File: src/rtl/deq_pkg.sv
// deq_pkg: shared codes, defaults and command type of the double-ended queue
`timescale 1ns / 1ps
`default_nettype none

package deq_pkg;

	// fixed field widths
	localparam int FUNC_W   = 3;
	localparam int STATUS_W = 2;
	localparam int VALUE_W  = 32;

	// parameter defaults
	localparam int DEPTH_DEF     = 16;
	localparam int WORD_BITS_DEF = 32;

	// operation codes
	localparam logic [FUNC_W-1:0] FUNC_PUSH_FRONT = 3'd0;
	localparam logic [FUNC_W-1:0] FUNC_PUSH_BACK  = 3'd1;
	localparam logic [FUNC_W-1:0] FUNC_POP_FRONT  = 3'd2;
	localparam logic [FUNC_W-1:0] FUNC_POP_BACK   = 3'd3;
	localparam logic [FUNC_W-1:0] FUNC_REVERSE    = 3'd4;
	localparam logic [FUNC_W-1:0] FUNC_CLEAR      = 3'd5;
	localparam logic [FUNC_W-1:0] FUNC_QUERY      = 3'd6;

	// status codes
	localparam logic [STATUS_W-1:0] STATUS_OK    = 2'd0;
	localparam logic [STATUS_W-1:0] STATUS_EMPTY = 2'd1;
	localparam logic [STATUS_W-1:0] STATUS_FULL  = 2'd2;

	// commands from controller to datapath
	typedef struct packed {
		logic take;   // capture the incoming word
		logic exec;   // apply the operation, write the slot
		logic read;   // read both ends of the queue
		logic load;   // load the output register
	} deq_cmd_t;

endpackage

`default_nettype wire

File: src/rtl/deq_ram.sv
// deq_ram: generic RAM, one write port, two registered read ports
`timescale 1ns / 1ps
`default_nettype none

module deq_ram #(
	parameter int WIDTH = deq_pkg::WORD_BITS_DEF,
	parameter int DEPTH = deq_pkg::DEPTH_DEF
) (
	input  wire logic                     clk,
	input  wire logic                     we,
	input  wire logic [$clog2(DEPTH)-1:0] waddr,
	input  wire logic [WIDTH-1:0]         wdata,
	input  wire logic                     re,
	input  wire logic [$clog2(DEPTH)-1:0] raddr_a,
	input  wire logic [$clog2(DEPTH)-1:0] raddr_b,
	output logic      [WIDTH-1:0]         rdata_a,
	output logic      [WIDTH-1:0]         rdata_b
);

	logic [WIDTH-1:0] mem_q [DEPTH];

	// write port
	always_ff @(posedge clk) begin
		if (we) begin
			mem_q[waddr] <= wdata;
		end
	end

	// registered read ports
	always_ff @(posedge clk) begin
		if (re) begin
			rdata_a <= mem_q[raddr_a];
			rdata_b <= mem_q[raddr_b];
		end
	end

endmodule

`default_nettype wire

File: src/rtl/deq_ctrl.sv
// deq_ctrl: sequencing state machine of the double-ended queue
`timescale 1ns / 1ps
`default_nettype none

module deq_ctrl (
	input  wire logic             clk,
	input  wire logic             arst_n,
	input  wire logic             in_valid,
	output logic                  in_stall,
	output logic                  out_valid,
	input  wire logic             out_stall,
	output deq_pkg::deq_cmd_t     cmd
);

	localparam logic [1:0] ST_IDLE = 2'd0;
	localparam logic [1:0] ST_EXEC = 2'd1;
	localparam logic [1:0] ST_READ = 2'd2;
	localparam logic [1:0] ST_LOAD = 2'd3;

	logic [1:0] state_q;
	logic [1:0] state_d;
	logic       out_valid_q;
	logic       out_free;

	assign in_stall  = (state_q != ST_IDLE);
	assign out_valid = out_valid_q;
	assign out_free  = !out_valid_q || !out_stall;

	// command decode
	assign cmd.take = in_valid && (state_q == ST_IDLE);
	assign cmd.exec = (state_q == ST_EXEC);
	assign cmd.read = (state_q == ST_READ);
	assign cmd.load = (state_q == ST_LOAD) && out_free;

	// next state
	always_comb begin
		state_d = state_q;
		unique case (state_q)
			ST_IDLE: begin
				if (in_valid) state_d = ST_EXEC;
			end
			ST_EXEC: state_d = ST_READ;
			ST_READ: state_d = ST_LOAD;
			ST_LOAD: begin
				if (out_free) state_d = ST_IDLE;
			end
			default: state_d = ST_IDLE;
		endcase
	end

	// state and output word flag
	always_ff @(posedge clk or negedge arst_n) begin
		if (!arst_n) begin
			state_q     <= ST_IDLE;
			out_valid_q <= 1'b0;
		end else begin
			state_q <= state_d;
			if (cmd.load) begin
				out_valid_q <= 1'b1;
			end else if (!out_stall) begin
				out_valid_q <= 1'b0;
			end
		end
	end

endmodule

`default_nettype wire

File: src/rtl/deq_dp.sv
// deq_dp: ring buffer pointers, slot memory and output register
`timescale 1ns / 1ps
`default_nettype none

module deq_dp #(
	parameter int DEPTH     = deq_pkg::DEPTH_DEF,
	parameter int WORD_BITS = deq_pkg::WORD_BITS_DEF
) (
	input  wire logic                              clk,
	input  wire logic                              arst_n,
	input  wire deq_pkg::deq_cmd_t                 cmd,
	input  wire logic [deq_pkg::FUNC_W-1:0]        func,
	input  wire logic signed [deq_pkg::VALUE_W-1:0] value,
	output logic [deq_pkg::STATUS_W-1:0]           status,
	output logic [$clog2(DEPTH+1)-1:0]             count,
	output logic                                   is_empty,
	output logic signed [deq_pkg::VALUE_W-1:0]     front_word,
	output logic signed [deq_pkg::VALUE_W-1:0]     back_word
);

	localparam int AW = $clog2(DEPTH);
	localparam int CW = $clog2(DEPTH + 1);
	localparam int SW = CW + 1;
	localparam int KB = (WORD_BITS < deq_pkg::VALUE_W) ? WORD_BITS : deq_pkg::VALUE_W;
	localparam logic [SW-1:0] DEPTH_S = SW'(DEPTH);
	localparam logic [CW-1:0] DEPTH_C = CW'(DEPTH);
	localparam logic [AW-1:0] LAST_IDX = AW'(DEPTH - 1);

	logic [deq_pkg::FUNC_W-1:0]   func_q;
	logic [deq_pkg::VALUE_W-1:0]  value_q;
	logic [AW-1:0]                head_q;
	logic [CW-1:0]                fill_q;
	logic                         rev_q;
	logic [deq_pkg::STATUS_W-1:0] stat_q;

	logic [AW-1:0]                head_d;
	logic [CW-1:0]                fill_d;
	logic                         rev_d;
	logic [deq_pkg::STATUS_W-1:0] stat_d;
	logic                         we_c;
	logic [AW-1:0]                waddr_c;
	logic                         at_start;
	logic                         full_c;
	logic                         empty_c;
	logic [AW-1:0]                head_inc;
	logic [AW-1:0]                head_dec;
	logic [AW-1:0]                tail_idx;
	logic [AW-1:0]                last_idx;
	logic [WORD_BITS-1:0]         wdata;
	logic [WORD_BITS-1:0]         rdata_first;
	logic [WORD_BITS-1:0]         rdata_last;
	logic [deq_pkg::VALUE_W-1:0]  first_w;
	logic [deq_pkg::VALUE_W-1:0]  last_w;

	logic [deq_pkg::STATUS_W-1:0] status_q;
	logic [CW-1:0]                count_q;
	logic                         empty_q;
	logic [deq_pkg::VALUE_W-1:0]  front_q;
	logic [deq_pkg::VALUE_W-1:0]  back_q;

	// fold a sum below twice the depth back into the ring
	function automatic logic [AW-1:0] wrap_idx(input logic [SW-1:0] s);
		logic [SW-1:0] r;
		r = (s >= DEPTH_S) ? s - DEPTH_S : s;
		return r[AW-1:0];
	endfunction

	// ring index arithmetic
	assign full_c   = (fill_q == DEPTH_C);
	assign empty_c  = (fill_q == '0);
	assign head_inc = wrap_idx(SW'(head_q) + SW'(1));
	assign head_dec = (head_q == '0) ? LAST_IDX : head_q - AW'(1);
	assign tail_idx = wrap_idx(SW'(head_q) + SW'(fill_q));
	assign last_idx = empty_c ? head_q : wrap_idx(SW'(head_q) + SW'(fill_q) - SW'(1));
	assign wdata    = WORD_BITS'(value_q[KB-1:0]);

	// operation decode
	always_comb begin
		head_d   = head_q;
		fill_d   = fill_q;
		rev_d    = rev_q;
		stat_d   = deq_pkg::STATUS_OK;
		we_c     = 1'b0;
		waddr_c  = tail_idx;
		at_start = 1'b0;
		unique case (func_q) inside
			deq_pkg::FUNC_PUSH_FRONT, deq_pkg::FUNC_PUSH_BACK: begin
				at_start = (func_q == deq_pkg::FUNC_PUSH_FRONT) ^ rev_q;
				if (full_c) begin
					stat_d = deq_pkg::STATUS_FULL;
				end else begin
					we_c   = 1'b1;
					fill_d = fill_q + CW'(1);
					if (at_start) begin
						head_d  = head_dec;
						waddr_c = head_dec;
					end
				end
			end
			deq_pkg::FUNC_POP_FRONT, deq_pkg::FUNC_POP_BACK: begin
				at_start = (func_q == deq_pkg::FUNC_POP_FRONT) ^ rev_q;
				if (empty_c) begin
					stat_d = deq_pkg::STATUS_EMPTY;
				end else begin
					fill_d = fill_q - CW'(1);
					if (at_start) head_d = head_inc;
				end
			end
			deq_pkg::FUNC_REVERSE: rev_d = !rev_q;
			deq_pkg::FUNC_CLEAR:   fill_d = '0;
			default: ;
		endcase
	end

	// captured word
	always_ff @(posedge clk) begin
		if (cmd.take) begin
			func_q  <= func;
			value_q <= value;
		end
		if (cmd.exec) begin
			stat_q <= stat_d;
		end
	end

	// queue pointers and direction flag
	always_ff @(posedge clk or negedge arst_n) begin
		if (!arst_n) begin
			head_q <= '0;
			fill_q <= '0;
			rev_q  <= 1'b0;
		end else if (cmd.exec) begin
			head_q <= head_d;
			fill_q <= fill_d;
			rev_q  <= rev_d;
		end
	end

	// slot memory
	deq_ram #(
		.WIDTH (WORD_BITS),
		.DEPTH (DEPTH)
	) u_ram (
		.clk     (clk),
		.we      (cmd.exec && we_c),
		.waddr   (waddr_c),
		.wdata   (wdata),
		.re      (cmd.read),
		.raddr_a (head_q),
		.raddr_b (last_idx),
		.rdata_a (rdata_first),
		.rdata_b (rdata_last)
	);

	assign first_w = deq_pkg::VALUE_W'(rdata_first[KB-1:0]);
	assign last_w  = deq_pkg::VALUE_W'(rdata_last[KB-1:0]);

	// output register
	always_ff @(posedge clk) begin
		if (cmd.load) begin
			status_q <= stat_q;
			count_q  <= fill_q;
			empty_q  <= empty_c;
			front_q  <= empty_c ? '0 : (rev_q ? last_w : first_w);
			back_q   <= empty_c ? '0 : (rev_q ? first_w : last_w);
		end
	end

	assign status     = status_q;
	assign count      = count_q;
	assign is_empty   = empty_q;
	assign front_word = front_q;
	assign back_word  = back_q;

endmodule

`default_nettype wire

File: src/rtl/double_ended_queue.sv
// double_ended_queue: top level of the ring-buffer double-ended queue
// Steps per word: capture, update and slot write, read of both ends from the
// slot memory, output load; the load waits while a held result is stalled.
// A new word is accepted only once the last one has reached the output
// register, which lets the next word be accepted while a result still waits.
// Reset: arst_n clears pointers, fill count, direction flag, controller and
// output valid at once; the slot memory and output register are not cleared.
`timescale 1ns / 1ps
`default_nettype none

module double_ended_queue #(
	parameter int DEPTH     = deq_pkg::DEPTH_DEF,
	parameter int WORD_BITS = deq_pkg::WORD_BITS_DEF
) (
	input  wire logic                               clk,
	input  wire logic                               arst_n,
	input  wire logic                               in_valid,
	output logic                                    in_stall,
	input  wire logic [deq_pkg::FUNC_W-1:0]         func,
	input  wire logic signed [deq_pkg::VALUE_W-1:0] value,
	output logic                                    out_valid,
	input  wire logic                               out_stall,
	output logic [deq_pkg::STATUS_W-1:0]            status,
	output logic [$clog2(DEPTH+1)-1:0]              count,
	output logic                                    is_empty,
	output logic signed [deq_pkg::VALUE_W-1:0]      front_word,
	output logic signed [deq_pkg::VALUE_W-1:0]      back_word
);

	deq_pkg::deq_cmd_t cmd;

	// controller
	deq_ctrl u_ctrl (
		.clk       (clk),
		.arst_n    (arst_n),
		.in_valid  (in_valid),
		.in_stall  (in_stall),
		.out_valid (out_valid),
		.out_stall (out_stall),
		.cmd       (cmd)
	);

	// datapath
	deq_dp #(
		.DEPTH     (DEPTH),
		.WORD_BITS (WORD_BITS)
	) u_dp (
		.clk        (clk),
		.arst_n     (arst_n),
		.cmd        (cmd),
		.func       (func),
		.value      (value),
		.status     (status),
		.count      (count),
		.is_empty   (is_empty),
		.front_word (front_word),
		.back_word  (back_word)
	);

`ifndef SYNTH
	// an accepted word is applied in the following cycle
	a_take_exec: assert property (@(posedge clk) disable iff (!arst_n)
		(in_valid && !in_stall) |=> cmd.exec)
		else $error("accepted word not applied");

	// count never exceeds the depth
	a_count_max: assert property (@(posedge clk) disable iff (!arst_n)
		out_valid |-> (count <= ($clog2(DEPTH+1))'(DEPTH)))
		else $error("count above depth");

	// empty flag agrees with count
	a_empty_cnt: assert property (@(posedge clk) disable iff (!arst_n)
		out_valid |-> (is_empty == (count == '0)))
		else $error("empty flag and count disagree");

	// empty queue reports zero end words
	a_empty_zero: assert property (@(posedge clk) disable iff (!arst_n)
		(out_valid && is_empty) |-> (front_word == '0 && back_word == '0))
		else $error("end words not zero on empty queue");
`endif

endmodule

`default_nettype wire

File: config.mk
export PLATFORM = sky130hd
export DESIGN_NAME = double_ended_queue
export DESIGN_NICKNAME = d
export VERILOG_FILES = /design/src/rtl/deq_pkg.sv /design/src/rtl/deq_ram.sv /design/src/rtl/deq_ctrl.sv /design/src/rtl/deq_dp.sv /design/src/rtl/double_ended_queue.sv
export SDC_FILE = /design/constraint.sdc
export NUM_CORES = 1
export LEC_CHECK = 0
export BUFFER_PORTS_ARGS = -buffer_cell sky130_fd_sc_hd__buf_4
export CAP_MARGIN = 20
export CORE_MARGIN = 2
export CORE_UTILIZATION = 50
export DETAILED_ROUTE_END_ITERATION = 7
export HOLD_SLACK_MARGIN = 0.12
export PLACE_DENSITY = 0.64
export SLEW_MARGIN = 20
export SYNTH_ARGS = -nofsm -noshare
export SYNTH_HDL_FRONTEND = slang
export SYNTH_SLANG_ARGS = --single-unit
File: constraint.sdc
create_clock -name clk -period 8.2 [get_ports clk]
set_clock_uncertainty 0.15 [all_clocks]
set_input_delay 0.82 -clock clk [delete_from_list [all_inputs] [get_ports clk]]
set_output_delay 0.82 -clock clk [all_outputs]
set_load 0.05 [all_outputs]
**Word level (Yosys, flattened, before mapping)**

Memory sizes are Yosys's and may differ from the RTL's. A register that Yosys moved wholly into a read port is not among the register bits.
Cells that the tools add are included.
W data, S select, Z words.

- Memories kept: 1
- Bits in latches: 0
- Memory bits (writable): 512
- Logic and storage cells: 94
- Register bits: 122
- Memory bits (read-only): 0

Memories:

| name | depth | bits a word | rd ports | clocked after memory_dff | wr ports | RTL line | RTL |
|---|---|---|---|---|---|---|---|
| u_dp.u_ram.mem_q | 16 | 32 | 2 | 2 | 1 | deq_ram.sv:20 | `logic [WIDTH-1:0] mem_q [DEPTH];` |

- Add/sub/neg operators: 9
- $mul: 0
- Mux-type cells: 30
- Shifts and indexed selects: 0
- Reductions and logical operators: 20
- $lt $le $gt $ge: 3
- Divide/modulo/power cells: 0
- Equality and inequality tests: 16
- Bitwise operators: 2

Operators with widths:

| operator | number |
|---|---|
| $mux W32 | 2 |
| $mux W4 | 12 |
| $sub A4 B1 Y4 const B | 4 |
| $pmux W5 S3 | 1 |
| $ge A6 B5 Y1 const B | 2 |
| $mux W5 | 2 |
| $ne A2 B1 Y1 const B | 4 |
| $pmux W2 S4 | 1 |
| $pmux W4 S2 | 1 |
| $mux W1 | 7 |
| $add A4 B5 Y6 | 1 |
| $eq A3 B2 Y1 const B | 2 |
| $eq A3 B3 Y1 const B | 2 |
| $mux W2 | 3 |
| $ne A2 B2 Y1 const B | 3 |
| $reduce_and A6 Y1 | 1 |
| $sub A6 B1 Y6 const B | 1 |
| $add A4 B1 Y5 const B | 1 |
| $add A5 B1 Y5 const B | 1 |
| $eq A5 B5 Y1 const B | 1 |
| $ge A5 B5 Y1 const B | 1 |
| $logic_not A5 Y1 | 1 |
| $sub A5 B1 Y5 const B | 1 |
| $eq A2 B2 Y1 const B | 2 |
| 15 further kinds | 23 |

**Longest topological paths before layout**

Gate-level depths: netlist (run 1).

- Depth after elaboration: 6
- Gate-level depth with buffers: 13
- Mapped depth without buffers: 11

**By module**

Synthesis (run 1) repeated with hierarchy kept, for this count alone.

- Cells, all modules: 1536
- Area, all modules: 30379.1 um^2

By module, submodules not included:

| module | cells an instance | instances | area an instance (um^2) | seq. area each (um^2) |
|---|---|---|---|---|
| deq_ram | 1141 | 1 | 24828.8 | 17296.6 |
| deq_dp | 376 | 1 | 5325.1 | 3523.4 |
| deq_ctrl | 19 | 1 | 225.2 | 75.1 |

**Worst setup path after synthesis (run 1)**

Ideal clock, no wire load.

- Kind: input to register
- Start: in out_stall
- End: reg u_dp.back_q (netlist bit u_dp.back_word[0]) (enable)
- Arrival time: 6.062 ns
- Required time: 7.439 ns
- Stages: 1
- Path slack: 1.377 ns
- Library setup time: 0.611 ns
- Cells stage by stage: a21boi_0

- Word-level cells in the longest chain between the ends: 3

RTL lines:

| item | RTL line | RTL |
|---|---|---|
| start, declared | double_ended_queue.sv:22 | `input wire logic out_stall,` |
| $logic_not A1 Y1 | deq_ctrl.sv:27 | `assign out_free = !out_valid_q \|\| !out_stall;` |
| $logic_or A1 B1 Y1 | deq_ctrl.sv:27 |  |
| $logic_and A1 B1 Y1 | deq_ctrl.sv:33 | `assign cmd.load = (state_q == ST_LOAD) && out_free;` |
| end signal, assigned | deq_dp.sv:165 | `back_q <= empty_c ? '0 : (rev_q ? first_w : last_w);` |
| end, declared | deq_dp.sv:59 | `logic [deq_pkg::VALUE_W-1:0] back_q;` |

No other way between the ends.
A chain may end at the register's enable or synchronous reset.

**Final worst setup path (run 1)**

- Start: reg u_dp.fill_q[0]
- End: reg u_dp.u_ram.rdata_b[9], read port of u_dp.u_ram.mem_q, data pin

- Word-level cells in the longest chain between the ends: 5
- Elaborated cells on any way between the ends: 7

RTL lines:

| item | RTL line | RTL |
|---|---|---|
| start, declared | deq_dp.sv:32 | `logic [CW-1:0] fill_q;` |
| start signal, assigned | deq_dp.sv:134 | `fill_q <= fill_d;` |
| $add A4 B5 Y6 | deq_dp.sv:74 | `assign last_idx = empty_c ? head_q : wrap_idx(SW'(head_q) + SW'(fill_q) - SW'(1));` |
| $sub A6 B1 Y6 | deq_dp.sv:74 |  |
| $ge A6 B5 Y1 or $sub A4 B1 Y4 (tied branches) | deq_dp.sv:64 | `r = (s >= DEPTH_S) ? s - DEPTH_S : s;` |
| $mux W4 | deq_dp.sv:64 |  |
| $mux W4 (*) | deq_dp.sv:74 |  |
| end, declared | deq_ram.sv:17 | `output logic [WIDTH-1:0] rdata_b` |

Every way passes the cells marked *; elsewhere a longest branch is shown, timed or not.

==> flow_metrics.py, run 1 <==
metrics = {
    "outcome": {
        "status": "finished, final reports clean",
    },
    "synthesis": {
        "synth.distinct_cells": 52,
        "yosys-top-cells-area": "edfxtp_1 (67%), mux4_2 (14%), mux2i_1 (6.4%), a22oi_1 (2.3%), nor2_1 (1.5%)",
        "async_flop_share_pct": 1.86,
        "yosys_most_used_dff": "edfxtp_1",
        "netlist_area_um2": 30900,
        "seq_area_frac_synth_pct": 67.7,
        "synth_most_common_cell": "edfxtp_1",
        "synth-edff-count": 685,
        "ys_seq_elements": 698,
        "syn_inst": 1751,
        "synth_top_area_share_pct": 66.6,
        "synth_nets": 1806,
        "avgSynthCellArea_um2": 17.6,
        "yosys_warnings": 0,
        "yosysTopAreaCell": "edfxtp_1",
        "synthTopCellsByCount": "edfxtp_1 (685), mux2i_1 (197), mux4_2 (191)",
    },
    "worst_setup_path": {
        "path_common_cell": "buf_4",
        "cp.depth": 10,
        "r2r-end": "u_dp.u_ram.rdata_b[9]",
        "cp_top_family": "buffers and inverters",
        "required_ps": 8410,
        "r2r_slack_ps": 3380,
        "cp-endpoint": "u_dp.u_ram.rdata_b[9]",
        "critical_path_arrival_ps": 5030,
        "cpPeakStageDelay_ps": 730,
        "worst_path_max_delay_cell": "buf_4",
        "rr_worst_depth": 10,
        "reg2reg_from": "u_dp.fill_q[0]",
        "critPathMaxFanout": 81,
        "crit_buf_inv": 3,
        "critPathCaptureType": "flip-flop",
        "start_kind": "flip-flop",
        "critical_path_class": "flip-flop to flip-flop",
        "startpoint": "u_dp.fill_q[0]",
        "path_cells": "nor4_4, nand2b_1, clkinv_8, nor2_1, a21oi_4, buf_4, buf_4, mux4_2, a22oi_1, nand2_1",
    },
    "global_routing": {
        "grt.overflow.total": 0,
        "grt_max_degree": 126,
        "antenna_found_initial": 0,
        "grt_usage_pct": 24.7,
        "grt_first_pass_wirelength_mm": 115,
        "grt_pass1_vias": 18000,
    },
    "cts": {
        "clk_pin_slew_worst_paths_ps": 60,
        "cts_sinks": 698,
        "numCtsBuffers": 75,
        "htree_levels": 3,
        "cts_buffer_depth": 3,
        "cts_root_buffer": "clkbuf_16",
        "cts_tree": "built",
        "clock_latency_ps": 610,
    },
    "sta": {
        "max_freq_ghz": 0.208,
        "finalMaxSlewViolations": 0,
        "fin_crit_sh_pct": 58.7,
        "rsz0062_at_grt": "no",
        "tns_ps": 0,
        "relSlewSlack_pct": 29.2,
        "hold_violations": 0,
        "layout_min_cycle_time_ps": 4820,
        "worst_pin_slew_ps": 1060,
        "setup_violations": 0,
    },
    "hold_path": {
        "hp-class": "input port to flip-flop",
    },
    "route": {
        "ant_nets": 0,
        "drt_first_iter_violations": 1563,
        "post_drt_wl_per_cell_um": 28.5,
        "drtPass1Iterations": 5,
        "wirelength_mm": 77.3,
        "vias": 17400,
        "vias_per_cell": 6.40,
        "route.detailed.drc": 0,
    },
    "floorplan": {
        "io-pin-count": 113,
        "num_rows": 91,
        "die_y_um": 253,
        "core_area_um2": 61400,
        "die-area_um2": 63800,
        "start_util_pct": 50.3,
        "die_w_um": 253,
    },
    "finish": {
        "final_area_um2": 35200,
        "drive_gt1_share_pct": 25.5,
        "post-route-util_pct": 57.3,
        "nNetsFinal": 1919,
        "area_growth_pct": 13.9,
    },
    "flow_run": {
        "cap_viol_max_count": 0,
    },
    "placed_design": {
        "place_area_um2": 32700,
        "dp_hpwl_mm": 41.3,
        "portBuffers": 112,
        "gp_congestion": 0.777,
    },
}
[final cells by class]
| type | count | area (µm²) |
|---|---|---|
| clock inverters | 41 | 402 |
| repair buffers | 151 | 1170 |
| clock buffers | 93 | 2020 |
| well taps | 790 | 988 |
| flip-flops and latches | 698 | 20900 |
| diodes | 1 | 2.50 |
| inverters | 9 | 46.3 |
| multi-input cells | 929 | 9620 |
| fillers | 4576 | 26200 |
[logic make-up after synthesis]
logic type | count (synthesis) | share of synthesized area [%]
AO/OA/AOI/OAI | 238 | 5.26
XOR/XNOR | 17 | 0.588
adder cells (fa/ha/maj) | 16 | 0.697
buffers and inverters | 124 | 1.87
flip-flops | 698 | 67.7
multiplexers | 392 | 20.5
AND/OR/NAND/NOR | 266 | 3.45
[routing by layer]
| metal | vias to the layer above | share of wire [%] | global-route usage [%] |
|---|---|---|---|
| li1 | 7384 | - | - |
| met1 | 9046 | 40 | 33.4 |
| met2 | 773 | 49 | 40.4 |
| met3 | 147 | 7.4 | 4.51 |
| met4 | 0 | 3.2 | 9.38 |
| met5 | - | 0 | 0 |
[timing repair]
action	CTS	global route
setup buffers	0	0
hold buffers	1	0
endpoints found under the hold margin	13	0
resized for setup	0	0
[stage by stage]
step | hold slack [ps] | std cells | setup WS (ps)
3_5_place_dp | 271 | 2575 | 3090
3_3_place_gp | 268 | 2575 | 3230
6_report | 230 | 2712 | 3380
2_1_floorplan | 250 | 1751 | 1380
4_1_cts | 197 | 2710 | 3080
5_1_grt | 213 | 2711 | 3010
[how the worst min path moves through the flow]
stage / from / endpoint / slack, ps / cells after the start
6_report: value[23] / u_dp.value_q[23] / 230 / 1
3_5_place_dp: u_dp.stat_q[0] / u_dp.status[0] / 270 / 0
4_1_cts: value[22] / u_dp.value_q[22] / 200 / 1
2_1_floorplan: u_dp.stat_q[0] / u_dp.status[0] / 250 / 0
3_3_place_gp: u_dp.stat_q[0] / u_dp.status[0] / 270 / 0
5_1_grt: value[16] / u_dp.value_q[16] / 210 / 1
[cell usage in the layout (no fill, tap or decap), types with 4 or more instances in the layout]
cell type    n
bufinv_16    7
clkbuf_16   77
nand2_1    121
nand3_1      5
mux2_2       4
xor2_1       6
mux4_2     191
a21o_1       6
edfxtp_1   685
clkbuf_1    13
xnor2_1      9
clkinv_2    13
ha_1        13
a22oi_1     94
a221oi_1    31
o21ai_0     40
nor2_1     106
dfrtp_1      8
clkinv_1    14
inv_1        7
nor3_1       4
buf_4      147
a21oi_1     44
mux2i_1    197
inv_6        4
nor2_4      18
[registers in the layout, summed over array words and instances, names as in the netlist, 3 cells and up]
signal	cells
u_dp.head_q	4
u_dp.func_q	3
u_dp.count	5
u_dp.fill_q	5
u_dp.front_word	32
u_dp.u_ram.rdata_b	32
u_dp.value_q	32
u_dp.u_ram.rdata_a	32
u_dp.u_ram.mem_q	512
u_dp.back_word	32
Power of run 1 is not shown: default switching activity piles up to over one toggle a cycle in this logic, so the estimate is an artifact.
==> run 2, diff against run 1 <==
--- a/config.mk
+++ b/config.mk
@@ -11,7 +11,7 @@
 export CORE_UTILIZATION = 50
 export DETAILED_ROUTE_END_ITERATION = 7
 export HOLD_SLACK_MARGIN = 0.12
-export PLACE_DENSITY = 0.64
+export PLACE_DENSITY = 0.66
 export SLEW_MARGIN = 20
 export SYNTH_ARGS = -nofsm -noshare
 export SYNTH_HDL_FRONTEND = slang
==> constraint.sdc (replaced) <==
create_clock -name clk -period 4.2 [get_ports clk]
set_clock_uncertainty 0.15 [all_clocks]
set_input_delay 0.42 -clock clk [delete_from_list [all_inputs] [get_ports clk]]
set_output_delay 0.42 -clock clk [all_outputs]
set_load 0.05 [all_outputs]
==> run 2 against run 1 <==
Maximum frequency increased by 23%. Critical path type unchanged. Wire length increased by 0.21%. Sequential share of layout area decreased by 1.6 points. Critical path depth increased by 1. Non-clock buffer count increased by 74. First-iteration DRC count increased by 6.0%. Via count increased by 1.9%. Final cell count increased by 2.6%. Cell area increased by 2.7%. Critical endpoint is now u_dp.u_ram.rdata_b[26]. Core utilization increased by 1.5 points. Highest routed layer unchanged.
==> flow_metrics.py, run 2 (synthesized netlist as in run 1, its figures left out) <==
metrics = {
    "outcome": {
        "status": "finished, final reports clean",
    },
    "sta": {
        "relSlewSlack_pct": 25.0,
        "rsz0062_at_grt": "no",
        "hold_violations": 0,
        "max_freq_ghz": 0.256,
        "setup_violations": 0,
        "fin_crit_sh_pct": 93.1,
        "layout_min_cycle_time_ps": 3910,
        "tns_ps": 0,
        "finalMaxSlewViolations": 0,
        "worst_pin_slew_ps": 1130,
    },
    "finish": {
        "nNetsFinal": 1991,
        "largest_reg_flops": 512,
        "final_area_um2": 36100,
        "top_register": "u_dp.u_ram.mem_q",
        "drive_gt1_share_pct": 26.3,
        "multi_input_area_um2": 9620,
        "fillers": 4416,
        "final_cell_mix": "edfxtp_1 (685), mux2i_1 (197), mux4_2 (191), buf_4 (165), nand2_1 (121)",
        "layout_commonest_cell": "edfxtp_1",
        "area_growth_pct": 17.0,
        "register_area_um2": 20900,
    },
    "global_routing": {
        "grt.overflow.total": 0,
        "grt_first_pass_wirelength_mm": 115,
        "grt_pass1_vias": 18200,
        "antenna_found_initial": 0,
        "grt_max_degree": 139,
        "grt_usage_pct": 24.7,
    },
    "cts": {
        "cts_root_buffer": "clkbuf_16",
        "clk_pin_slew_worst_paths_ps": 60,
        "numCtsBuffers": 73,
        "cts_setup_buffers": 0,
        "post_cts_resized": 0,
        "cts_sinks": 698,
        "cts_tree": "built",
        "cts_buffer_depth": 3,
        "htree_levels": 3,
        "clock_latency_ps": 610,
    },
    "placed_design": {
        "dp_hpwl_mm": 43.7,
        "portBuffers": 112,
        "gp_congestion": 0.827,
        "place_area_um2": 33200,
    },
    "worst_setup_path": {
        "critical_path_arrival_ps": 4230,
        "required_ps": 4520,
        "r2r_slack_ps": 290,
        "start_kind": "flip-flop",
        "rr_worst_depth": 11,
        "critPathCaptureType": "flip-flop",
        "critPathMaxFanout": 21,
        "critical_path_class": "flip-flop to flip-flop",
    },
    "route": {
        "post_drt_wl_per_cell_um": 27.8,
        "wirelength_mm": 77.5,
        "vias": 17700,
        "ant_nets": 0,
        "drt_first_iter_violations": 1656,
        "route.detailed.drc": 0,
        "drtPass1Iterations": 5,
        "vias_per_cell": 6.36,
    },
    "hold_path": {
        "hp-class": "flip-flop to flip-flop",
        "hold_depth": 0,
    },
    "floorplan": {
        "die_w_um": 253,
        "core_area_um2": 61400,
        "io-pin-count": 113,
        "die_y_um": 253,
        "die-area_um2": 63800,
        "start_util_pct": 50.3,
        "num_rows": 91,
    },
    "flow_run": {
        "cap_viol_max_count": 0,
    },
}
-- run 2: final cells by class --
cell class                 count  share of cell area, %
antenna                        1                0.00693
multi-input combinational    929                   26.6
timing repair buffer         225                   5.68
clock buffer                  95                   5.61
tap                          790                   2.74
inverter                       9                  0.128
clock inverter                36                   1.31
sequential                   698                   57.9
-- run 2: timing repair --
action                                 in CTS  in global routing
hold buffers                               39                  0
endpoints found under the hold margin      50                  0
setup endpoints to repair                   0                  0
-- run 2: worst paths after layout --
kind	startpoint	to
worst max register to register	u_dp.fill_q[0]	u_dp.u_ram.rdata_b[26]
worst max-delay path	u_dp.fill_q[0]	u_dp.u_ram.rdata_b[26]
min in group asynchronous	arst_n	u_ctrl.out_valid
max in group asynchronous	arst_n	u_dp.head_q[1]
worst min register to register	u_dp.stat_q[0]	u_dp.status[0]
worst min-delay path	u_dp.stat_q[0]	u_dp.status[0]
-- run 2: layer usage --
layer  up-vias  global-route usage (%)  routed length [µm]
li1       7523                       -                   -
met4         0                    8.94                2270
met2       776                    42.4               39700
met5         -                       0                   0
met3       151                    3.57                5310
met1      9238                    32.3               30200
-- run 2: per-stage QoR --
step	instances	utilization (%)	worst slack, ps	hold WS (ps)
floorplan	1751	-	413	-25.6
finish	2783	58.8	291	281
detailed placement	2611	54.1	312	138
global route	2782	58.8	158	288
CTS	2781	58.8	301	275
global placement	2611	54.1	373	131
-- run 2: critical path: stages (launching register included) --
cell,delay [ps]
dfrtp_1,480
ha_1,270
fa_1,380
xor2_1,330
nor3_2,80
xnor3_1,370
xor2_1,160
buf_4,180
o32ai_4,840
buf_12,310
a22oi_1,140
nand2_1,110
Power of run 2 is left out for the same reason.
